## src/design/lesf_pkg.sv

```systemverilog
// Shared types and constants of the largest empty square finder.
// Depends on nothing; imported by every module of the block but lesf_ram.
`default_nettype none

package lesf_pkg;

    localparam int MAX_COLUMNS = 1024;
    localparam int MAX_ROWS    = 4096;

    localparam int COL_W  = $clog2(MAX_COLUMNS);      // column index
    localparam int RUN_W  = $clog2(MAX_COLUMNS + 1);  // run length, also column count
    localparam int ROW_W  = $clog2(MAX_ROWS);         // row index
    localparam int ROWS_W = $clog2(MAX_ROWS + 1);     // row count

    localparam int CODE_W      = 8;
    localparam int CFG_COLS_W  = 11;
    localparam int CFG_ROWS_W  = 13;
    localparam int CFG_DATA_W  = 13;
    localparam int CFG_INDEX_W = 2;

    localparam logic [CFG_INDEX_W-1:0] REG_EMPTY_CODE    = 2'd0;
    localparam logic [CFG_INDEX_W-1:0] REG_OBSTACLE_CODE = 2'd1;
    localparam logic [CFG_INDEX_W-1:0] REG_GRID_COLUMNS  = 2'd2;
    localparam logic [CFG_INDEX_W-1:0] REG_GRID_ROWS     = 2'd3;

    typedef struct packed {
        logic [CODE_W-1:0]     empty_code;
        logic [CODE_W-1:0]     obstacle_code;
        logic [CFG_COLS_W-1:0] grid_columns;
        logic [CFG_ROWS_W-1:0] grid_rows;
    } cfg_t;

    // one classified cell, handed from the scan stage to the update stage
    typedef struct packed {
        logic [COL_W-1:0] col;
        logic [ROW_W-1:0] row;
        logic             obstacle;
        logic             bad;        // invalid code or misplaced line end
        logic             last_cell;
    } cell_info_t;

    typedef struct packed {
        logic [RUN_W-1:0] side_len;
        logic [ROW_W-1:0] top_row;
        logic [COL_W-1:0] left_column;
        logic             map_error;
    } result_t;

endpackage

`default_nettype wire

```

## src/design/lesf_scan.sv

```systemverilog
// Scan stage: column/row position counters and cell classification.
// Depends on lesf_pkg.
`default_nettype none

module lesf_scan
    import lesf_pkg::*;
(
    input  wire logic              aclk,
    input  wire logic              aresetn,
    input  wire cfg_t              cfg,
    input  wire logic              accept,
    input  wire logic [CODE_W-1:0] cell_code,
    input  wire logic              row_end,
    output cell_info_t             info
);

    logic [COL_W-1:0]  col_cnt_reg, col_cnt_next;
    logic [ROW_W-1:0]  row_cnt_reg, row_cnt_next;
    logic [RUN_W-1:0]  cols;
    logic [ROWS_W-1:0] rows;
    logic [COL_W-1:0]  c;
    logic [ROW_W-1:0]  r;
    logic              last_col;
    logic              last_cell;
    logic              is_empty;
    logic              is_obst;

    // out-of-range sizes clamp to 1 .. max
    always_comb begin
        if (cfg.grid_columns == '0) begin
            cols = RUN_W'(1);
        end else if (RUN_W'(cfg.grid_columns) > RUN_W'(MAX_COLUMNS)) begin
            cols = RUN_W'(MAX_COLUMNS);
        end else begin
            cols = RUN_W'(cfg.grid_columns);
        end
        if (cfg.grid_rows == '0) begin
            rows = ROWS_W'(1);
        end else if (ROWS_W'(cfg.grid_rows) > ROWS_W'(MAX_ROWS)) begin
            rows = ROWS_W'(MAX_ROWS);
        end else begin
            rows = ROWS_W'(cfg.grid_rows);
        end
    end

    always_comb begin
        c = ({1'b0, col_cnt_reg} >= cols) ? '0 : col_cnt_reg;
        r = ({1'b0, row_cnt_reg} >= rows) ? ROW_W'(rows - ROWS_W'(1)) : row_cnt_reg;
        last_col  = ({1'b0, c} == cols - RUN_W'(1));
        last_cell = last_col && ({1'b0, r} == rows - ROWS_W'(1));

        // equal codes: obstacle wins
        is_obst  = (cell_code == cfg.obstacle_code);
        is_empty = !is_obst && (cell_code == cfg.empty_code);

        info.col       = c;
        info.row       = r;
        info.obstacle  = !is_empty;
        info.bad       = (!is_obst && !is_empty)
                       || ((row_end != last_col) && !(last_cell && !row_end));
        info.last_cell = last_cell;
    end

    always_comb begin
        col_cnt_next = col_cnt_reg;
        row_cnt_next = row_cnt_reg;
        if (accept) begin
            priority if (last_cell) begin
                col_cnt_next = '0;
                row_cnt_next = '0;
            end else if (last_col) begin
                col_cnt_next = '0;
                row_cnt_next = r + ROW_W'(1);
            end else begin
                col_cnt_next = c + COL_W'(1);
            end
        end
    end

    always_ff @(posedge aclk) begin
        if (!aresetn) begin
            col_cnt_reg <= '0;
            row_cnt_reg <= '0;
        end else begin
            col_cnt_reg <= col_cnt_next;
            row_cnt_reg <= row_cnt_next;
        end
    end

endmodule

`default_nettype wire

```

## config.mk

```make
export PLATFORM = sky130hd
export DESIGN_NAME = lesf_scan
export DESIGN_NICKNAME = d
export VERILOG_FILES = /design/src/design/lesf_pkg.sv /design/src/design/lesf_scan.sv
export SDC_FILE = /design/constraint.sdc
export NUM_CORES = 1
export LEC_CHECK = 0
export ABC_CLOCK_PERIOD_IN_PS = 9400
export BUFFER_PORTS_ARGS = -buffer_cell sky130_fd_sc_hd__buf_2
export CAP_MARGIN = 20
export CORE_ASPECT_RATIO = 2
export CORE_MARGIN = 4
export CORE_UTILIZATION = 30
export CTS_CLUSTER_DIAMETER = 60
export DETAILED_ROUTE_END_ITERATION = 10
export GPL_ROUTABILITY_DRIVEN = 0
export GPL_TIMING_DRIVEN = 1
export SLEW_MARGIN = 20
export SYNTH_ARGS = -nofsm -noshare
export SYNTH_HDL_FRONTEND = slang
export SYNTH_SLANG_ARGS = --single-unit
export TNS_END_PERCENT = 30
```

## constraint.sdc

```tcl
create_clock -name aclk -period 9.4 [get_ports aclk]
set_input_delay 0.94 -clock aclk [delete_from_list [all_inputs] [get_ports aclk]]
set_output_delay 0.94 -clock aclk [all_outputs]
set_load 0.02 [all_outputs]
```

==> flow_summary.yaml <==
timing:
  finalWorstSetupSlack_ps: 3240
  slew_headroom: 0.469
  setup_tns_ps: 0
  tightest_slew_ps: 791
  hold_viol_final: 0
  finalCritPeriodShare: 0.656
  timing.hold.ws_ps: 525
  fin_skew_ps: 2.57
  final.min_clock_period_ps: 6160
  rsz0062_at_grt: "no"
  slew_viol_final: 0
  setup_viol: 0
  max_freq_ghz: 0.162
placement:
  hpwlAfterDp_um: 9400
  portBuffers: 76
  pre_cts_ws_ps: 3230
setup_path:
  cp-end-kind: "primary output"
  r2r-start: "row_cnt_reg[7]"
  reg2reg_to: "row_cnt_reg[10]"
  crit_arrival_ps: 5220
  r2r_cells: 14
  crit_type: "in2out"
  rrSetupSlack_ps: 5350
  critPathMaxFanout: 14
  cp-start-kind: "input port"
  cp.required_ps: 8460
cells_and_area:
  diodes: 0
  fin_util: 0.352
  final_layout_size_suffix_gt1_frac: 0.179
  largest_register_ffs: 12
  layout_commonest_cell: "buf_2"
  fill_cells: 1239
  mostFrequentLayoutCells: "buf_2 (76), nand2_1 (41), nor2_1 (39), xnor2_1 (32), nand3_1 (28)"
  areaGrowthSynthToFinish_pct: 15.2
  nets: 629
global_routing:
  grt_use_total: 0.161
  grt_pass1_wl_um: 18200
  overflow: 0
  grt_pass1_vias: 3843
  antenna_found_initial: 0
  grt_max_degree: 38
die:
  die_area_um2: 13800
  core_area_um2: 11700
  die_y_um: 162
  start_util: 0.305
  die_x_um: 85.2
  rows: 56
  io_pins: 77
clocking:
  numCtsBuffers: 3
  clk-insertion-delay-late_ps: 260
  max-clock-path-buffers: 2
  ctsHoldBuffers: 0
  clk_pin_slew_ps: 60
  cts-htree-levels: 1
  clkSinkCount: 22
  post_cts_resized: 0
  cts_root_buffer: "clkbuf_16"
  tritoncts: "done"
  postCtsSetupBuffers: 0
run_status:
  status: "complete, no violations"
drt:
  drtPass1Iterations: 4
  viasPerCell: 5.61
  final_antenna_net_count: 0
  totalWireLength_um: 11400
  post_drt_wl_per_cell_um: 16.4
  vias: 3890
  drt_iter0_markers: 115
  drc: 0
power_and_ir_drop:
  finalPower_mw: 0.288
  power.leakage_nw: 1.66
  power_density_nw_per_um2: 69.9
  vdd_drop_max_v: 0.0000520
synthesis:
  yosys.area.top_type: "dfxtp_1"
  syn_avg_cell_area_um2: 7.25
  ys_types: 71
  ys_warn_count: 0
  ys_seq_elements: 22
  synthCells: 493
  synth_ff_type: "dfxtp_1"
  netlist_area_um2: 3570
  synth_top_cell_area_share: 0.123
  yosys-top-cells-area: "dfxtp_1 (12%), ha_1 (9.1%), xnor2_1 (7.8%), nand2_1 (4.3%), nor2_1 (4.1%)"
  synth-edff-count: 0
  syn_nets: 571
  ys_async_sr_fraction: 0
  seq_area_frac_synth: 0.123
worst_hold_path:
  whs_path_depth: 2
  hold-path-endpoint: "col_cnt_reg[0]"
  hp-class: "reg2reg"
  hp-start: "col_cnt_reg[0]"
flow_run:
  max-cap-violations: 0
## through the flow
stage	std cells	cell area, µm²
2_1_floorplan	493	3570
3_3_place_gp	691	4040
3_5_place_dp	691	4040
4_1_cts	694	4120
5_1_grt	694	4120
6_report	694	4120
## layer usage
metal | vias to the layer above | global-route usage | routed length [µm]
met1 | 1825 | 0.155 | 3940
met5 | - | 0 | 0
met3 | 27 | 0.0183 | 438
li1 | 1935 | - | -
met2 | 103 | 0.325 | 6570
met4 | 0 | 0.0713 | 426
## cell type report
cell class,count,area [µm²],share of cell area
Timing Repair Buffer,79,403,0.0979
Multi-Input combinational cell,425,2940,0.715
Inverter,20,75.1,0.0182
Clock buffer,3,75.1,0.0182
Sequential cell,22,440,0.107
Tap cell,145,181,0.0441
## worst max path at each step
| stage | slack (ps) | start | cells past startpoint | endpoint |
|---|---|---|---|---|
| global placement | 3300 | cfg[18] | 16 | info[1] |
| detailed placement | 3230 | cfg[19] | 16 | info[1] |
| floorplan | 3740 | cfg[19] | 16 | info[1] |
| finish | 3240 | cfg[18] | 16 | info[1] |
| global route | 2930 | cfg[19] | 16 | info[1] |
| CTS | 3230 | cfg[19] | 16 | info[1] |
## cell usage after synthesis (13+ instances only)
library cell	instances
nand2_1	41
nor2_1	39
xnor2_1	32
nand3_1	28
ha_1	26
a21oi_1	23
dfxtp_1	22
inv_1	20
nor2b_1	19
o21ai_0	18
clkbuf_1	17
nand2b_1	16
mux2i_1	13
## report_power, final
group | switching [mW] | internal [mW]
sequential | 0.00128 | 0.0940
clock | 0.0344 | 0.0563
combinational | 0.0603 | 0.0414
## cells by family after synthesis
logic type | count (synthesis) | synth area share
simple gates | 226 | 0.347
compound gates | 117 | 0.235
buf+inv | 46 | 0.0553
xor+xnor | 40 | 0.102
fa+ha+maj | 26 | 0.0911
flops | 22 | 0.123
mux | 16 | 0.0459
## critical path, cell delays in order
cell	delay [ps]
buf_2	140
or4_4	570
or4_4	450
a21oi_4	200
inv_1	60
ha_1	290
nor3b_1	180
o311ai_0	590
o2111a_1	290
a21oi_1	50
o32ai_1	120
a21oi_1	120
a2111o_1	600
nand2b_1	230
o221ai_1	180
buf_2	200
Power figures use the tool's default switching activity.
