===== config.mk =====
export PLATFORM = sky130hd
export DESIGN_NAME = lesf_ram
export DESIGN_NICKNAME = d
export VERILOG_FILES = /design/src/design/lesf_ram.sv
export SDC_FILE = /design/constraint.sdc
export NUM_CORES = 1
export LEC_CHECK = 0
export BUFFER_PORTS_ARGS = -buffer_cell sky130_fd_sc_hd__buf_4
export CELL_PAD_IN_SITES_DETAIL_PLACEMENT = 0
export CELL_PAD_IN_SITES_GLOBAL_PLACEMENT = 1
export CORE_ASPECT_RATIO = 0.7
export CORE_UTILIZATION = 40
export DETAILED_ROUTE_END_ITERATION = 12
export MAX_ROUTING_LAYER = met4
export PLACE_DENSITY = 0.6
export SETUP_SLACK_MARGIN = 0.15
export SLEW_MARGIN = 20
export SYNTH_ARGS = -nofsm -noshare
export SYNTH_HDL_FRONTEND = slang
export SYNTH_SLANG_ARGS = --single-unit

===== constraint.sdc =====
create_clock -name aclk -period 1.7 [get_ports aclk]
set_input_delay 0.34 -clock aclk [delete_from_list [all_inputs] [get_ports aclk]]
set_output_delay 0.34 -clock aclk [all_outputs]
set_load 0.05 [all_outputs]

===== src/design/lesf_ram.sv =====
// Generic single-port-write, single-port-read RAM with registered read.
// Standalone; read returns the old word when read and write hit one address.
`default_nettype none

module lesf_ram #(
    parameter int WIDTH = 8,
    parameter int DEPTH = 16
) (
    input  wire logic                     aclk,
    input  wire logic                     wr_en,
    input  wire logic [$clog2(DEPTH)-1:0] wr_addr,
    input  wire logic [WIDTH-1:0]         wr_data,
    input  wire logic                     rd_en,
    input  wire logic [$clog2(DEPTH)-1:0] rd_addr,
    output logic      [WIDTH-1:0]         rd_data
);

    logic [WIDTH-1:0] mem [DEPTH];

    always_ff @(posedge aclk) begin
        if (wr_en) begin
            mem[wr_addr] <= wr_data;
        end
        if (rd_en) begin
            rd_data <= mem[rd_addr];
        end
    end

endmodule

`default_nettype wire


==> flow_metrics.tcl, run 1 <==
set metrics [dict create \
    fin_crit_ps 1500 \
    fp.coreArea_sq_um 12600 \
    clockBufferDepth 2 \
    synth_top_family_by_area "multiplexers" \
    drive_gt1_frac 0.369 \
    max_freq_mhz 667 \
    drtIter0Drc 188 \
    synth_area_leaders "edfxtp_1 (78%), mux4_2 (7.8%), mux4_1 (7.0%)" \
    power.density_nw_per_um2 1280 \
    drc 3 \
    io_pins 27 \
    synth.most_common_cell "edfxtp_1" \
    wire_per_inst_microns 23.1 \
    dpl.hpwl_mm 6.99 \
    post_cts_buffers 0 \
    synthAdderAreaFrac 0 \
    h-tree-depth 4 \
    power.leakage_nw 2.13 \
    peakVddDrop_uv 652 \
    cp-start-kind "register" \
    finalWirelength_mm 10.7 \
    outcome "complete, but fails checks" \
    grt.total_usage 0.179 \
    switching_share 0.197 \
    dieWidth_microns 139 \
    synthSimpleGateAreaFrac 0.0314 \
    grt_max_degree 17 \
    synth_fp_nets 248 \
    via_per_inst 5.37 \
    drv_cap 0 \
    die_h_microns 97.6 \
    path_clk_slew_ps 60 \
    first_pass_iters 8 \
    gr-total-overflow 0 \
    ys_async_sr_fraction 0 \
    ys_seq_elements 136 \
    timing.final.max_slew_violations 0 \
    via_count 2488 \
    critPathCaptureType "register" \
    cts_tree "yes" \
    register_area_sq_um 4080 \
    power_frac_comb 0.055 \
    timing.final.crit_share 0.882 \
    synth_compound_area_frac 0.0230 \
    worst-r2r-cell-count 3 \
    syn_avg_cell_area_sq_um 22.8 \
    cts_buffers 17 \
    worstHoldPathCells 1 \
    antenna_found_initial 0 \
    hp-class "primary input to register" \
    fillers 999 \
    tightest_slew_ps 823 \
    synthXorXnorAreaFrac 0 \
    grt_pass1_vias 2536 \
    synth_warnings 0 \
    place.port_buffers 26 \
    layout.nets 307 \
    tns_ps 0 \
    gp_congestion 0.721 \
    synth_enable_flop_cells 136 \
    cp_max_fo 1 \
    row_count 34 \
    ys_types 18 \
    hold_violations 0 \
    yosys.area.top_type_share 0.781 \
    violations "DRC" \
    insertion_delay_ps 420 \
    utilization 0.507 \
    power.share.clock 0.480 \
    worstPathArrival_ps 1660 \
    grt_pass1_wl_mm 16.2 \
    seqPwrFrac 0.465 \
    area_delta_synth_final_pct 22.1 \
    multi_input_area_sq_um 1020 \
    crit_type "register to register" \
    diodes 0 \
    cts_root_buf "clkbuf_16" \
    slew_headroom 0.450 \
    synth_area_sq_um 5230 \
    switching_power_mw 1.61 \
    drtAntennaViolNets 0 \
    required_ps 1860 \
    synthFlopType "edfxtp_1" \
    synthCells 229 \
    seq_area_frac_synth 0.781 \
    stdcell_count 463 \
    numClockSinks 136 \
    muxShareOfSynthArea 0.148 \
    placed_cells 431 \
    p_int_mw 6.56 \
    rsz0062_at_grt "no" \
    synthTopCellsByCount "edfxtp_1 (136), mux4_2 (18), a22oi_1 (16)" \
    initial_utilization 0.415 \
    setup_violations 0 \
    clock_skew_ps 9.87 \
    die_area_sq_um 13500 \
    synth_area_leader_cell "edfxtp_1" \
]
==> flip-flops by register name, summed over array words and instances, names as in the netlist <==
signal   cells
rd_data      8
mem        128
==> cell families (layout without fill, tap and decap cells) <==
group	after synthesis	in the layout
simple gates	35	35
flops	136	136
buf+inv	10	82
mux	32	32
compound gates	16	16
==> worst max-delay path, cell delays in order (launching register included) <==
cell and delay (ps):
edfxtp_1 380, mux4_2 460, a22oi_1 290, nand2_1 110
==> layer usage <==
| layer | global-route usage | vias up | wire (microns) |
|---|---|---|---|
| met5 | - | - | 0 |
| met4 | 0.0744 | 0 | 142 |
| met3 | 0.0419 | 15 | 521 |
| met2 | 0.232 | 65 | 4530 |
| met1 | 0.270 | 1318 | 5490 |
| li1 | - | 1090 | - |
==> layout by cell type (no fill, tap or decap) <==
master	count
nand2b_1	2
clkinv_4	2
nor2b_1	1
a22oi_2	1
buf_12	5
clkinv_1	2
a22oi_1	15
buf_4	45
or3b_2	1
nor3_2	1
edfxtp_1	136
and2b_1	1
mux4_2	30
nor3_1	3
clkinvlp_4	3
clkbuf_1	2
nand3b_1	2
nand3_1	1
and2_1	1
nand2_1	9
clkbuf_16	17
nor2_1	13
clkinv_2	1
mux4_1	2
bufinv_16	5
==> final timing paths <==
check,startpoint,end,slack [ps]
max reg2reg,mem[2][5],rd_data[5],200
min,wr_data[6],mem[14][6],230
min reg2reg,mem[14][4],rd_data[4],750
max,mem[2][5],rd_data[5],200
==> power by group through the flow <==
stage	clock network (mW)	registers, mW	logic, mW
after floorplan	0	3.92	0.207
after detailed placement	0	3.87	0.458
after global placement	0	3.87	0.454
after CTS	4.00	3.80	0.460
final	3.92	3.80	0.449
after global routing	4.14	3.81	0.482
==> area by class of cell <==
class / count / area share
Sequential cell: 136 / 0.640
Multi-Input combinational cell: 83 / 0.160
Timing Repair Buffer: 50 / 0.0686
Clock buffer: 19 / 0.0678
Clock inverter: 13 / 0.0318
Tap cell: 162 / 0.0318
==> per-stage QoR <==
step	area, sq um	hold slack (ps)	worst slack, ps	total power, mW
3_5_place_dp	5740	660	-140	4.33
3_3_place_gp	5740	644	-136	4.33
6_report	6380	230	200	8.17
4_1_cts	6380	222	215	8.27
5_1_grt	6380	236	180	8.43
2_1_floorplan	5220	439	93.9	4.13
==> what timing repair did <==
action                                 4_1_cts  5_1_grt
setup endpoints to repair                    1        0
endpoints found under the hold margin        0        0
hold buffers                                 0        0
gates resized for setup                      1        0
Power figures use the tool's default switching activity.
==> run 2, diff against run 1 <==
- RECOVER_POWER: default -> 50
==> run 2 against run 1 <==
  * The run still ends with DRC left
  * Non-clock buffer count unchanged
  * Sequential share of layout area is 0.42 points higher
  * Clock power about the same
  * Critical endpoint unchanged
  * Highest routed layer unchanged
==> flow_metrics.tcl, run 2 (synthesized netlist as in run 1, its figures left out) <==
set metrics [dict create \
    rsz0062_at_grt "no" \
    ctsResizeCount 1 \
    largest-register "mem" \
    highest_layer "met4" \
    cts_tree "yes" \
    dieWidth_microns 139 \
    wire_per_inst_microns 23.2 \
    cts_root_buf "clkbuf_16" \
    met3_length_microns 590 \
    path_clk_slew_ps 60 \
    top_regs "mem (128), rd_data (8)" \
    drive_gt1_frac 0.332 \
    finalWorstSetupSlack_ps 210 \
    crit_type "register to register" \
    place.port_buffers 26 \
    first_pass_iters 8 \
    fin_crit_ps 1490 \
    worst-r2r-cell-count 3 \
    antenna_found_initial 0 \
    drv_cap 0 \
    io_pins 27 \
    slew_headroom 0.438 \
    finalWirelength_mm 10.7 \
    numClockSinks 136 \
    grt_pass1_wl_mm 16.2 \
    grt.total_usage 0.179 \
    critPathCaptureType "register" \
    place_ws_ps -140 \
    violations "DRC" \
    gr-total-overflow 0 \
    cp_max_fo 1 \
    setup_violations 0 \
    ctsHoldBuffers 0 \
    drtAntennaViolNets 0 \
    die_area_sq_um 13500 \
    hold_violations 0 \
    clockBufferDepth 2 \
    die_h_microns 97.6 \
    hp-class "primary input to register" \
    power.density_nw_per_um2 1290 \
    layout.nets 307 \
    m1WireLength_mm 5.51 \
    grt_pass1_vias 2536 \
    tightest_slew_ps 842 \
    max_freq_mhz 671 \
    clock_skew_ps 8.49 \
    outcome "complete, but fails checks" \
    worstPathArrival_ps 1650 \
    largest_reg_flops 128 \
    cp-start-kind "register" \
    initial_utilization 0.415 \
    via_count 2472 \
    drc 3 \
    stdcell_count 463 \
    h-tree-depth 4 \
    timing.final.max_slew_violations 0 \
    diodes 0 \
    grt_max_degree 17 \
    drtIter0Drc 201 \
    dpl.hpwl_mm 6.99 \
    cts_buffers 17 \
    placed_cells 431 \
    gp_congestion 0.721 \
    via_per_inst 5.34 \
    final_common_cell "edfxtp_1" \
    post_cts_buffers 0 \
    insertion_delay_ps 410 \
    power.leakage_nw 2.09 \
    fp.coreArea_sq_um 12600 \
    required_ps 1860 \
    timing.final.crit_share 0.876 \
    wl_met2_mm 4.56 \
    worstHoldPathCells 3 \
    layout_common_cells "edfxtp_1 (136), buf_4 (34), mux4_2 (30), clkbuf_16 (17), a22oi_1 (15)" \
    row_count 34 \
    peakVddDrop_uv 648 \
    area_delta_synth_final_pct 21.3 \
]
run 2: layout make-up:
cell class	count	area [sq um]
Fill cell	1007	6250
Sequential cell	136	4080
Multi-Input combinational cell	83	1020
Clock buffer	19	433
Timing Repair Buffer	50	397
Clock inverter	13	203
Tap cell	162	203
run 2: worst paths after layout:
kind	start	endpoint	slack, ps
min reg2reg	mem[14][4]	rd_data[4]	750
max	mem[2][5]	rd_data[5]	210
min	wr_addr[0]	mem[0][6]	450
max reg2reg	mem[2][5]	rd_data[5]	210
run 2: worst max-delay path, stage by stage (launching register included):
cell and delay, ps:
edfxtp_1 380, mux4_2 460, a22oi_1 280, nand2_1 110
run 2: through the flow:
stage | cell area, sq um | total power, mW | hold WS, ps | utilization | TNS [ps]
after global placement | 5740 | 4.33 | 644 | 0.456 | -525
after detailed placement | 5740 | 4.33 | 660 | 0.456 | -577
after floorplan | 5220 | 4.13 | 439 | - | 0
after CTS | 6380 | 8.27 | 222 | 0.507 | 0
after global routing | 6340 | 8.42 | 465 | 0.504 | 0
final | 6340 | 8.17 | 450 | 0.504 | 0
run 2: power breakdown:
| group | switching (mW) | internal (mW) | leakage (nW) |
|---|---|---|---|
| clock | 1.33 | 2.59 | 0.298 |
| combinational | 0.260 | 0.179 | 0.554 |
| sequential | 0.0241 | 3.78 | 1.24 |
| total | 1.61 | 6.55 | 2.09 |
run 2: per-layer routing:
layer | GRT usage | vias up
li1 | - | 1092
met1 | 0.270 | 1308
met2 | 0.232 | 62
met3 | 0.0419 | 10
met4 | 0.0744 | 0
met5 | - | -
==> run 3, diff against run 2 <==
- ABC_CLOCK_PERIOD_IN_PS: default -> 1790
- CORE_UTILIZATION: 40 -> 50
- PLACE_DENSITY: 0.6 -> 0.7
- clock period: 1.7 -> 1.79 ns (I/O delays scaled with it)
==> run 3 against run 2 <==
  * The flow now finishes without violations
  * Final cell count fell by 7.1%
  * Count of clock-buffer cells in the layout is the same
  * First-iteration DRC count down 0.50%
  * Register-to-register slack better by 100 ps
  * Worst hold slack better by 5.4 ps
  * Clock skew is essentially flat
  * Sequential share of layout area is 0.20 points higher
  * Die area is 20% lower
  * Setup slack improved by 89 ps
  * Utilization increased by 13 points
  * Sequential power shrank 5.2%
  * Critical path type is now primary input to register
  * Largest power group unchanged
==> flow_metrics.tcl, run 3 (synthesized netlist as in run 1, its figures left out) <==
set metrics [dict create \
    cts_tree "yes" \
    worstPathArrival_ps 1530 \
    place_ws_ps -115 \
    setup_violations 0 \
    crit_top_cell "clkbuf_1" \
    placed_area_sq_um 5730 \
    critPathCaptureType "register" \
    io_pins 27 \
    crit_slowest_cell "clkbuf_1" \
    outcome "finished clean" \
    placed_cells 398 \
    numClockSinks 136 \
    first_pass_iters 4 \
    multi_input_area_sq_um 1060 \
    power_mw 7.71 \
    drtIter0Drc 200 \
    drtAntennaViolNets 0 \
    grt_max_degree 20 \
    power.density_nw_per_um2 1220 \
    power.leakage_nw 2.13 \
    hold_start "rd_en" \
    via_count 2473 \
    top_regs "mem (128), rd_data (8)" \
    grt_pass1_wl_mm 15.0 \
    fp.coreArea_sq_um 9910 \
    timing.final.crit_share 0.833 \
    hold_violations 0 \
    dpl.hpwl_mm 6.54 \
    slowest_delay_ps 520 \
    register_area_sq_um 4080 \
    antenna_found_initial 0 \
    crit_path_start "wr_addr[1]" \
    r2r_start "mem[10][3]" \
    die_h_microns 87.6 \
    crit_chain "clkbuf_1 > nand2_1 > nor2_1 > clkbuf_1" \
    drive_gt1_frac 0.291 \
    ctsHoldBuffers 0 \
    fillers 700 \
    final_common_cell "edfxtp_1" \
    finalWirelength_mm 10.0 \
    crit_type "primary input to register" \
    hp-class "primary input to register" \
    h-tree-depth 4 \
    tns_ps 0 \
    cts_root_buf "clkbuf_16" \
    via_per_inst 5.75 \
    diodes 0 \
    row_count 30 \
    gp_congestion 0.754 \
    largest_reg_flops 128 \
    required_ps 1830 \
    wire_per_inst_microns 23.3 \
    cp-start-kind "primary input" \
    initial_utilization 0.528 \
    layout_common_cells "edfxtp_1 (136), buf_4 (37), mux4_2 (18), clkbuf_16 (17), a22oi_1 (16)" \
    fin_crit_ps 1490 \
    die_area_sq_um 10900 \
    largest-register "mem" \
    clock_skew_ps 8.42 \
    grt_pass1_vias 2546 \
    dieWidth_microns 124 \
    gr-total-overflow 0 \
    place.port_buffers 26 \
    ctsResizeCount 0 \
    grt.total_usage 0.209 \
    peakVddDrop_uv 759 \
    finalWorstSetupSlack_ps 299 \
    path_clk_slew_ps 60 \
    stdcell_count 430 \
    rsz0062_at_grt "no" \
    regToRegSetupSlack_ps 310 \
    max_freq_mhz 671 \
    drc 0 \
    cts_buffers 17 \
    stdcell_area_sq_um 6320 \
    drv_cap 0 \
    cp_max_fo 8 \
    area_delta_synth_final_pct 20.9 \
    tightest_slew_ps 735 \
    post_cts_buffers 0 \
    insertion_delay_ps 410 \
    timing.final.max_slew_violations 0 \
    slew_headroom 0.509 \
    layout.nets 308 \
    clockBufferDepth 2 \
]
## run 3: layout make-up
| cell class | instances | share of cell area |
|---|---|---|
| Sequential cell | 136 | 0.646 |
| Multi-Input combinational cell | 83 | 0.168 |
| Clock buffer | 19 | 0.0685 |
| Timing Repair Buffer | 51 | 0.0600 |
| Clock inverter | 13 | 0.0321 |
| Tap cell | 128 | 0.0253 |
## run 3: where the power goes
group | leakage (nW) | internal [mW] | switching, mW
sequential | 1.24 | 3.59 | 0.0219
clock | 0.298 | 2.46 | 1.23
combinational | 0.599 | 0.162 | 0.237
total | 2.13 | 6.21 | 1.49
## run 3: critical path: cells and delay by family
family / cells / cell delay [ps]
buf+inv: 2 / 830
simple gates: 2 / 330
## run 3: layer usage
metal,share of wire,GRT usage,vias up
met3,0.075,0.0531,6
met2,0.47,0.302,98
met1,0.45,0.286,1264
li1,-,-,1105
met5,0,-,-
met4,0.0070,0.0876,0
## run 3: path summary, 6_finish.rpt
check	to	depth (start not counted)
worst max-delay path	mem[15][0]	4
worst min-delay path	rd_data[6]	1
worst max register to register	rd_data[3]	3
worst min register to register	rd_data[1]	3
## run 3: metrics by stage
| step | util | hold slack, ps |
|---|---|---|
| floorplan | - | 457 |
| global placement | 0.578 | 672 |
| detailed placement | 0.578 | 674 |
| CTS | 0.642 | 240 |
| global route | 0.638 | 459 |
| finish | 0.638 | 455 |
