--- config.mk ---
export PLATFORM = sky130hd
export DESIGN_NAME = lesf_update
export DESIGN_NICKNAME = d
export VERILOG_FILES = /design/src/design/lesf_pkg.sv /design/src/design/lesf_update.sv
export SDC_FILE = /design/constraint.sdc
export NUM_CORES = 1
export LEC_CHECK = 0
export BUFFER_PORTS_ARGS = -buffer_cell sky130_fd_sc_hd__buf_2
export CAP_MARGIN = 25
export CORE_MARGIN = 8
export CORE_UTILIZATION = 59
export DETAILED_ROUTE_END_ITERATION = 10
export GPL_TIMING_DRIVEN = 0
export PLACE_DENSITY = 0.86
export SLEW_MARGIN = 20
export SYNTH_ARGS = -nofsm -noshare
export SYNTH_HDL_FRONTEND = slang
export SYNTH_SLANG_ARGS = --single-unit
--- constraint.sdc ---
create_clock -name aclk -period 12.4 [get_ports aclk]
set_clock_uncertainty 0.15 [all_clocks]
set_input_delay 1.86 -clock aclk [delete_from_list [all_inputs] [get_ports aclk]]
set_output_delay 1.86 -clock aclk [all_outputs]
set_load 0.1 [all_outputs]
--- src/design/lesf_pkg.sv ---
// Shared types and constants of the largest empty square finder.
// Depends on nothing; imported by every module of the block but lesf_ram.
`default_nettype none

package lesf_pkg;

    localparam int MAX_COLUMNS = 1024;
    localparam int MAX_ROWS    = 4096;

    localparam int COL_W  = $clog2(MAX_COLUMNS);      // column index
    localparam int RUN_W  = $clog2(MAX_COLUMNS + 1);  // run length, also column count
    localparam int ROW_W  = $clog2(MAX_ROWS);         // row index
    localparam int ROWS_W = $clog2(MAX_ROWS + 1);     // row count

    localparam int CODE_W      = 8;
    localparam int CFG_COLS_W  = 11;
    localparam int CFG_ROWS_W  = 13;
    localparam int CFG_DATA_W  = 13;
    localparam int CFG_INDEX_W = 2;

    localparam logic [CFG_INDEX_W-1:0] REG_EMPTY_CODE    = 2'd0;
    localparam logic [CFG_INDEX_W-1:0] REG_OBSTACLE_CODE = 2'd1;
    localparam logic [CFG_INDEX_W-1:0] REG_GRID_COLUMNS  = 2'd2;
    localparam logic [CFG_INDEX_W-1:0] REG_GRID_ROWS     = 2'd3;

    typedef struct packed {
        logic [CODE_W-1:0]     empty_code;
        logic [CODE_W-1:0]     obstacle_code;
        logic [CFG_COLS_W-1:0] grid_columns;
        logic [CFG_ROWS_W-1:0] grid_rows;
    } cfg_t;

    // one classified cell, handed from the scan stage to the update stage
    typedef struct packed {
        logic [COL_W-1:0] col;
        logic [ROW_W-1:0] row;
        logic             obstacle;
        logic             bad;        // invalid code or misplaced line end
        logic             last_cell;
    } cell_info_t;

    typedef struct packed {
        logic [RUN_W-1:0] side_len;
        logic [ROW_W-1:0] top_row;
        logic [COL_W-1:0] left_column;
        logic             map_error;
    } result_t;

endpackage

`default_nettype wire

--- src/design/lesf_update.sv ---
// Update stage: square-run recurrence, line buffer write-back with forwarding,
// best square tracking and the result register. Depends on lesf_pkg.
`default_nettype none

module lesf_update
    import lesf_pkg::*;
(
    input  wire logic             aclk,
    input  wire logic             aresetn,
    input  wire logic             accept,
    input  wire cell_info_t       info,
    output logic                  take,
    input  wire logic [RUN_W-1:0] line_rd_data,
    output logic                  line_wr_en,
    output logic      [COL_W-1:0] line_wr_addr,
    output logic      [RUN_W-1:0] line_wr_data,
    output logic                  res_valid,
    input  wire logic             res_ready,
    output result_t               res
);

    logic             p1_valid_reg, p1_valid_next;
    cell_info_t       p1_info_reg;
    logic             fwd_valid_reg;
    logic [COL_W-1:0] fwd_addr_reg;
    logic [RUN_W-1:0] fwd_data_reg;
    logic [RUN_W-1:0] left_run_reg;
    logic [RUN_W-1:0] diag_run_reg;
    logic [RUN_W-1:0] best_size_reg, best_size_next;
    logic [ROW_W-1:0] best_top_reg, best_top_next;
    logic [COL_W-1:0] best_left_reg, best_left_next;
    logic             err_reg, err_next;
    logic             out_valid_reg, out_valid_next;
    result_t          out_reg;

    logic             advance;
    logic [RUN_W-1:0] up_raw, up, left, diag, m, run;

    assign advance = p1_valid_reg
                   && (!p1_info_reg.last_cell || !out_valid_reg || res_ready);
    assign take    = !p1_valid_reg || advance;

    always_comb begin
        p1_valid_next = accept ? 1'b1 : (advance ? 1'b0 : p1_valid_reg);
    end

    // latest write wins over the RAM word read in the same cycle
    always_comb begin
        up_raw = (fwd_valid_reg && fwd_addr_reg == p1_info_reg.col) ? fwd_data_reg
                                                                    : line_rd_data;
        up   = (p1_info_reg.row == '0) ? '0 : up_raw;
        left = (p1_info_reg.col == '0) ? '0 : left_run_reg;
        diag = (p1_info_reg.row == '0 || p1_info_reg.col == '0) ? '0 : diag_run_reg;
        m    = (up < left) ? up : left;
        m    = (m < diag) ? m : diag;
        run  = p1_info_reg.obstacle ? '0 : m + RUN_W'(1);
    end

    assign line_wr_en   = advance;
    assign line_wr_addr = p1_info_reg.col;
    assign line_wr_data = run;

    always_comb begin
        best_size_next = best_size_reg;
        best_top_next  = best_top_reg;
        best_left_next = best_left_reg;
        err_next       = err_reg | p1_info_reg.bad;
        if (run > best_size_reg) begin
            best_size_next = run;
            best_top_next  = ROW_W'({1'b0, p1_info_reg.row} + (ROW_W+1)'(1)
                                    - (ROW_W+1)'(run));
            best_left_next = COL_W'({1'b0, p1_info_reg.col} + (COL_W+1)'(1)
                                    - (COL_W+1)'(run));
        end
    end

    always_comb begin
        out_valid_next = out_valid_reg && !res_ready;
        if (advance && p1_info_reg.last_cell) begin
            out_valid_next = 1'b1;
        end
    end

    always_ff @(posedge aclk) begin
        if (!aresetn) begin
            p1_valid_reg  <= 1'b0;
            fwd_valid_reg <= 1'b0;
            best_size_reg <= '0;
            best_top_reg  <= '0;
            best_left_reg <= '0;
            err_reg       <= 1'b0;
            out_valid_reg <= 1'b0;
        end else begin
            p1_valid_reg  <= p1_valid_next;
            out_valid_reg <= out_valid_next;
            if (advance) begin
                fwd_valid_reg <= 1'b1;
                if (p1_info_reg.last_cell) begin
                    best_size_reg <= '0;
                    best_top_reg  <= '0;
                    best_left_reg <= '0;
                    err_reg       <= 1'b0;
                end else begin
                    best_size_reg <= best_size_next;
                    best_top_reg  <= best_top_next;
                    best_left_reg <= best_left_next;
                    err_reg       <= err_next;
                end
            end
        end
    end

    always_ff @(posedge aclk) begin
        if (accept) begin
            p1_info_reg <= info;
        end
        if (advance) begin
            fwd_addr_reg <= p1_info_reg.col;
            fwd_data_reg <= run;
            left_run_reg <= run;
            diag_run_reg <= up;
            if (p1_info_reg.last_cell) begin
                if (err_next) begin
                    out_reg <= '{side_len: '0, top_row: '0, left_column: '0,
                                 map_error: 1'b1};
                end else begin
                    out_reg <= '{side_len: best_size_next, top_row: best_top_next,
                                 left_column: best_left_next, map_error: 1'b0};
                end
            end
        end
    end

    assign res_valid = out_valid_reg;
    assign res       = out_reg;

endmodule

`default_nettype wire

==> out/qor.txt, run 1 <==
FF+latch count, synth: 128
Synthesized cell area: 0.00769 mm²
Int Power: 1050 µW
Overflow after GRT: 0
Reg2reg end: res[22]$_SDFFCE_PN0P_
ANT nets after route: 0
Sw Pwr: 744 µW
Flop-to-flop setup slack: 1.17 ns
Initial DRC Count: 639
Worst path depth: 44
CP Launch Point: line_wr_addr[2]$_DFFE_PP_
Synth Area in Compound Gates: 0.167
Synth warn: 0
Die area: 0.0169 mm²
Sw Share: 0.414
Final Hold Vio Count: 0
Combinational share of power: 0.425
Period Utilization, post-route: 0.906
Initial antenna violation count: 0
Critical Path End Type: flip-flop
Top Family by Delay on Critical Path: compound AO/OA/AOI/OAI gates
Routed wire length per instance: 19.0 µm
PwrDens: 199 mW/mm²
Worst Path Arrival: 11.33 ns
Slowest Stage Delay on Critical Path: 0.73 ns
Post-Synth XOR/XNOR Area: 0.0364
Row count: 41
Syn-to-layout area delta: 17.6%
Layout cells sized above 1: 0.195
CTS buffer count: 17
Post-Synth Simple-Gate Area: 0.145
Detail Placement HPWL: 15.3 mm
WP buf/inv: 7
I/O Pins: 98
Vias per cell: 5.95
Final TNS setup: 0 ns
Mapped Nets: 888
Seq/Total Area, Yosys: 0.452
Nets: 1006
Mux contribution to synthesized area: 0.0320
Fmax: 89.1 MHz
Slew @ Worst Pin: 0.921 ns
First-pass GRT wire length: 32.3 mm
CP Class: reg -> reg
Crit Path Max Fanout: 10
Worst VDD drop: 0.175 mV
Status: completed
Main flop type after synthesis: edfxtp_1
DRT Pass-1 Iters: 5
Routability-driven placement congestion ratio: 0.934
Max reg flops: 34
Final WS setup: 1.17 ns
Hold Buf Count CTS: 0
Tot GR Track Use: 0.251
Clock power frac: 0.283
Library cells used by synthesis: 63
Crit path to: res[22]$_SDFFCE_PN0P_
Max-cap violations: 0
Reg2Reg Depth: 44
Synthesized area per cell: 9.90 µm²
Syn Inst Count: 777
Max-slew headroom: 0.384
Largest net degree at the start of global routing: 32
Leakage: 0.00372 µW
Slew Limit Fails: 0
Die Y: 130 µm
Synth Area in Adders: 0.117
Clock Path Buffers: 2
Worst skew pair latency: 0.43 ns
TritonCTS clock tree: done
Root buffer cell: clkbuf_16
Total power: 1800 µW
Via count: 6423
Unrepaired setup endpoints after global routing: no
Flop pwr share: 0.292
Min Tclk post-route: 11.23 ns
WL final: 20.5 mm
Worst min-delay path class: reg -> reg
EDFF count, synth: 91
Slowest CP cell: nor2b_1
Core outline area: 0.0127 mm²
Pre-CTS setup slack: 1.30 ns
# diodes: 0
Postcts setup bufs: 0
Htree depth: 4
Starting Density: 0.607
Reg2Reg Launch Point: line_wr_addr[2]$_DFFE_PP_
Vias in the first global route: 6421
DRC Markers: 0
Main combinational cell family by area after synthesis: compound AO/OA/AOI/OAI gates
Clk sinks: 128
Startpoint Class: flip-flop
Post-CTS Resized: 0
Die width: 130 µm
Async S/R FF share, synth: 0
IO Port Bufs: 97
Worst-path clk slew: 0.06 ns
# setup viols final: 0
Worst Path Required: 12.50 ns
cell type report:
type	count	area, µm²
Buffer	40	196
Clock buffer	22	484
Clock inverter	10	126
Fill cell	933	3620
Inverter	51	191
Multi-Input combinational cell	558	3830
Sequential cell	128	3470
Tap cell	172	215
Timing Repair Buffer	99	526
stage by stage:
step                 util  cells  area (µm²)  hold slack [ns]
floorplan               -    777        7690            0.300
global placement    0.662   1046        8390            0.315
detailed placement  0.666   1048        8440            0.320
CTS                 0.714   1080        9050            0.328
global route        0.714   1080        9050            0.351
finish              0.714   1080        9050            0.327
power groups by stage:
| stage | Combinational [µW] | Clock (µW) | Sequential (µW) |
|---|---|---|---|
| 5_1_grt | 827 | 527 | 527 |
| 3_5_place_dp | 746 | 0 | 532 |
| 2_1_floorplan | 517 | 0 | 577 |
| 6_report | 764 | 509 | 524 |
| 3_3_place_gp | 730 | 0 | 531 |
| 4_1_cts | 757 | 510 | 524 |
metal layers:
layer  up-vias  track usage  routed length (µm)
met3        64       0.0596                1590
li1       3030            -                   -
met5         -            0                   0
met4         0        0.125                 855
met1      3026        0.307                8420
met2       303        0.407                9660
cell usage after synthesis (4+ instances only):
library cell    n  share of area
nor3_1         10         0.0065
nor2_1         38          0.019
or2_2           5         0.0041
a21o_1         10         0.0098
nand4_1        13          0.011
and3_1          4         0.0033
buf_2           6         0.0039
dfxtp_1        37          0.096
mux2i_1        18          0.023
xor2_1          6         0.0068
buf_4          10         0.0098
inv_2           4         0.0020
and2_1          5         0.0041
nor4_1          6         0.0049
clkbuf_1       21          0.010
ha_1           69           0.11
inv_1          47          0.023
o22ai_1         4         0.0033
edfxtp_1       91           0.36
nand3_1        31          0.020
nor2b_1         9         0.0073
a21oi_1        58          0.038
o21bai_1        5         0.0049
xnor2_1        26          0.030
o21ai_0        36          0.023
a21boi_0       24          0.023
o21a_1         17          0.017
o31ai_1         9         0.0088
nand2_1       105          0.051
worst register-to-register path: cells and delay by family, from the launching register on:
kind            cells  cell delay [ns]
compound gates     17             3.52
simple gates       11             3.29
fa+ha+maj           6             1.72
buf+inv             7             1.15
mux                 2             0.49
flops               1             0.46
xor+xnor            1             0.30
how the worst min path moves through the flow:
| stage | from | endpoint | slack [ns] | depth (start not counted) |
|---|---|---|---|---|
| 6_report | best_size_reg[10]$_SDFFE_PN0P_ | best_size_reg[10]$_SDFFE_PN0P_ | 0.33 | 2 |
| 5_1_grt | best_top_reg[8]$_SDFFE_PN0P_ | best_top_reg[8]$_SDFFE_PN0P_ | 0.35 | 2 |
| 4_1_cts | best_size_reg[10]$_SDFFE_PN0P_ | best_size_reg[10]$_SDFFE_PN0P_ | 0.33 | 2 |
| 3_5_place_dp | best_size_reg[10]$_SDFFE_PN0P_ | best_size_reg[10]$_SDFFE_PN0P_ | 0.32 | 2 |
| 3_3_place_gp | best_size_reg[10]$_SDFFE_PN0P_ | best_size_reg[10]$_SDFFE_PN0P_ | 0.31 | 2 |
| 2_1_floorplan | best_size_reg[10]$_SDFFE_PN0P_ | best_size_reg[10]$_SDFFE_PN0P_ | 0.30 | 2 |
cells by family (layout without fill, tap and decap cells):
logic type,Yosys count,in the layout
multiplexers,23,23
flip-flops,128,128
AO/OA/AOI/OAI,193,193
AND/OR/NAND/NOR,239,239
adder cells (fa/ha/maj),71,71
buffers and inverters,91,222
XOR/XNOR,32,32
layout by cell type, fill, tap and decap left out, types with 3 or more instances in the layout:
cell	count
edfxtp_1	91
xor2_1	6
a21oi_1	58
ha_1	69
a21o_1	10
and2_1	5
clkinv_4	3
or2_2	5
o21ai_0	36
nor3_1	10
buf_4	10
o21a_1	17
o21bai_1	5
o22ai_1	4
nor2b_1	9
nand3_1	31
buf_2	103
a32o_1	3
clkinvlp_4	3
o21ai_1	3
nor4_1	6
nor2_1	38
o31ai_1	9
xnor2_1	26
clkbuf_16	17
inv_1	47
clkbuf_1	21
inv_2	4
buf_1	3
clkbuf_8	4
a21boi_0	24
a211oi_1	3
nand2_1	105
and3_1	3
nand4_1	13
mux2i_1	18
dfxtp_1	37
Note: power is estimated with default switching activity, not from simulation.
==> run 2, diff against run 1 <==
Settings changed: CORE_UTILIZATION 59 to 53, PLACE_DENSITY 0.86 to 0.82.
Clock period 12.4 ns to 9.2 ns, I/O delays scaled along.
==> out/qor.txt, run 2 (same netlist as run 1, synthesis figures left out) <==
Status: completed
Worst Path Required: 9.20 ns (-3.30 ns)
Sw Pwr: 1040 µW (+40%)
WL final: 20.6 mm (+0.58%)
Worst min-delay path class: reg -> reg
PwrDens: 258 mW/mm² (+30%)
Slew @ Worst Pin: 0.877 ns (-0.0445 ns)
# setup viols final: 0 (unchanged)
Detail Placement HPWL: 15.0 mm (-2.4%)
CTS buffer count: 17 (unchanged)
Final Hold Vio Count: 0 (unchanged)
Worst skew pair latency: 0.42 ns (about the same)
Root buffer cell: clkbuf_16
Filler Cells Inserted: 1087 (+17%)
Flop pwr share: 0.289 (-0.003)
Nets: 1031 (+2.5%)
IO Port Bufs: 97 (unchanged)
Routability-driven placement congestion ratio: 0.971 (+4.0%)
Crit path to: res[10]$_SDFFCE_PN0P_
Crit path top cell by count: inv_1
# diodes: 0 (unchanged)
Flop-to-flop setup slack: 0.31 ns (-0.86 ns)
Post-layout util: 0.658 (-0.0561)
Commonest non-fill, non-tap cell in the layout: nand2_1
CP Launch Point: p1_info_reg[6]$_DFFE_PP_
CP Class: reg -> reg
Die Y: 136 µm (+4.8%)
DRC Markers: 0 (unchanged)
WP buf/inv: 10 (+3)
Core outline area: 0.0144 mm² (+13%)
Total power: 2440 µW (+36%)
Worst path depth: 42 (-4.5%)
DRT Pass-1 Iters: 6 (+1)
Reg2Reg Launch Point: p1_info_reg[6]$_DFFE_PP_
Clock Path Buffers: 2 (unchanged)
Largest net degree at the start of global routing: 33 (+3.1%)
Critical Path End Type: flip-flop
Reg2Reg Depth: 42 (-4.5%)
I/O Pins: 98 (unchanged)
Syn-to-layout area delta: 22.9%
TritonCTS clock tree: done
Row count: 44 (+7.3%)
Slowest CP cell: edfxtp_1
Max reg flops: 34 (unchanged)
Layout cells sized above 1: 0.268 (+0.0730)
ANT nets after route: 0 (unchanged)
Cell Count, Final, Fillers Out: 1117 (+3.4%)
Final TNS setup: 0 ns (unchanged)
First-pass GRT wire length: 31.5 mm (-2.4%)
Die width: 136 µm (+4.8%)
Initial antenna violation count: 0 (unchanged)
Top Family by Delay on Critical Path: compound AO/OA/AOI/OAI gates
Worst VDD drop: 0.170 mV (-2.9%)
Tot GR Track Use: 0.220 (-0.0303)
Max-cap violations: 0 (unchanged)
Hold Buf Count CTS: 0 (unchanged)
Via count: 6538 (+1.8%)
Startpoint Class: flip-flop
Placed cells: 1060 (+1.1%)
Routed wire length per instance: 18.5 µm (-2.8%)
Overflow after GRT: 0 (unchanged)
Hold slack final: 0.329 ns (+0.00202 ns)
Period Utilization, post-route: 0.966 (+0.0606)
Htree depth: 4 (unchanged)
Vias per cell: 5.85 (-1.6%)
Worst Path Arrival: 8.89 ns (-2.44 ns)
Starting Density: 0.535 (-0.0717)
Commonest non-fill, non-tap cells in the layout: nand2_1, buf_2, edfxtp_1
Int Power: 1400 µW (+33%)
Vias in the first global route: 6250 (-2.7%)
Slew Limit Fails: 0 (unchanged)
Clk sinks: 128 (unchanged)
Sw Share: 0.427 (+0.0131)
Fmax: 113 MHz (+26%)
Combinational share of power: 0.462 (+0.037)
Max-slew headroom: 0.411 (+0.0264)
Min Tclk post-route: 8.89 ns (-2.34 ns)
Leakage: 0.00391 µW (+5.0%)
Slowest Stage Delay on Critical Path: 0.42 ns (-0.31 ns)
Clock power frac: 0.249 (-0.034)
Worst-path clk slew: 0.06 ns (about the same)
Crit Path Max Fanout: 10 (unchanged)
Die area: 0.0186 mm² (+9.9%)
Initial DRC Count: 574 (-10%)
Reg2reg end: res[10]$_SDFFCE_PN0P_
run 2: worst min path at each step:
stage | startpoint | endpoint | slack [ns] | cells after the start
after global placement | best_left_reg[4]$_SDFFE_PN0P_ | best_left_reg[4]$_SDFFE_PN0P_ | 0.32 | 2
after floorplan | best_size_reg[10]$_SDFFE_PN0P_ | best_size_reg[10]$_SDFFE_PN0P_ | 0.30 | 2
after detailed placement | best_top_reg[7]$_SDFFE_PN0P_ | best_top_reg[7]$_SDFFE_PN0P_ | 0.32 | 2
after global routing | best_left_reg[5]$_SDFFE_PN0P_ | best_left_reg[5]$_SDFFE_PN0P_ | 0.36 | 2
final | best_top_reg[7]$_SDFFE_PN0P_ | best_top_reg[7]$_SDFFE_PN0P_ | 0.33 | 2
after CTS | best_top_reg[7]$_SDFFE_PN0P_ | best_top_reg[7]$_SDFFE_PN0P_ | 0.33 | 2
run 2: through the flow:
step	setup slack, ns	cell area [µm²]
finish	0.312	9450
detailed placement	-0.967	8500
global placement	-0.841	8450
CTS	0.00260	9230
global route	-0.0833	9450
floorplan	0.0305	7740
run 2: what timing repair did:
item | in CTS | in global routing
pin swaps | 2 | 22
buffers inserted | 13 | 12
gates resized for setup | 21 | 49
setup endpoints to repair | 73 | 63
endpoints found under the hold margin | 0 | 0
run 2: cell type report:
type	count	area (µm²)	share of cell area
clock inverter	13	105	0.0111
sequential	128	3470	0.367
multi-input combinational	558	4070	0.430
timing repair buffer	124	728	0.0770
inverter	51	191	0.0203
tap	184	230	0.0244
clock buffer	19	433	0.0458
buffer	40	223	0.0236
run 2: worst min-delay path, cell delays in order (launching register included):
cell and delay, ns:
dfxtp_1 0.30, o21ai_0 0.06, a21boi_0 0.07
run 2: power groups by stage:
stage / logic [µW] / registers [µW] / clock network (µW)
after global placement: 997 / 717 / 0
after detailed placement: 1020 / 717 / 0
after floorplan: 707 / 778 / 0
after CTS: 1060 / 703 / 612
final: 1130 / 705 / 607
after global routing: 1210 / 709 / 638
run 2: per-layer routing:
| metal | part of all wire | up-vias | wire, µm | GRT usage |
|---|---|---|---|---|
| met3 | 0.076 | 63 | 1570 | 0.0528 |
| met2 | 0.47 | 336 | 9710 | 0.351 |
| met1 | 0.41 | 3051 | 8470 | 0.275 |
| met4 | 0.043 | 0 | 885 | 0.108 |
| met5 | 0 | - | 0 | 0 |
| li1 | - | 3088 | - | - |
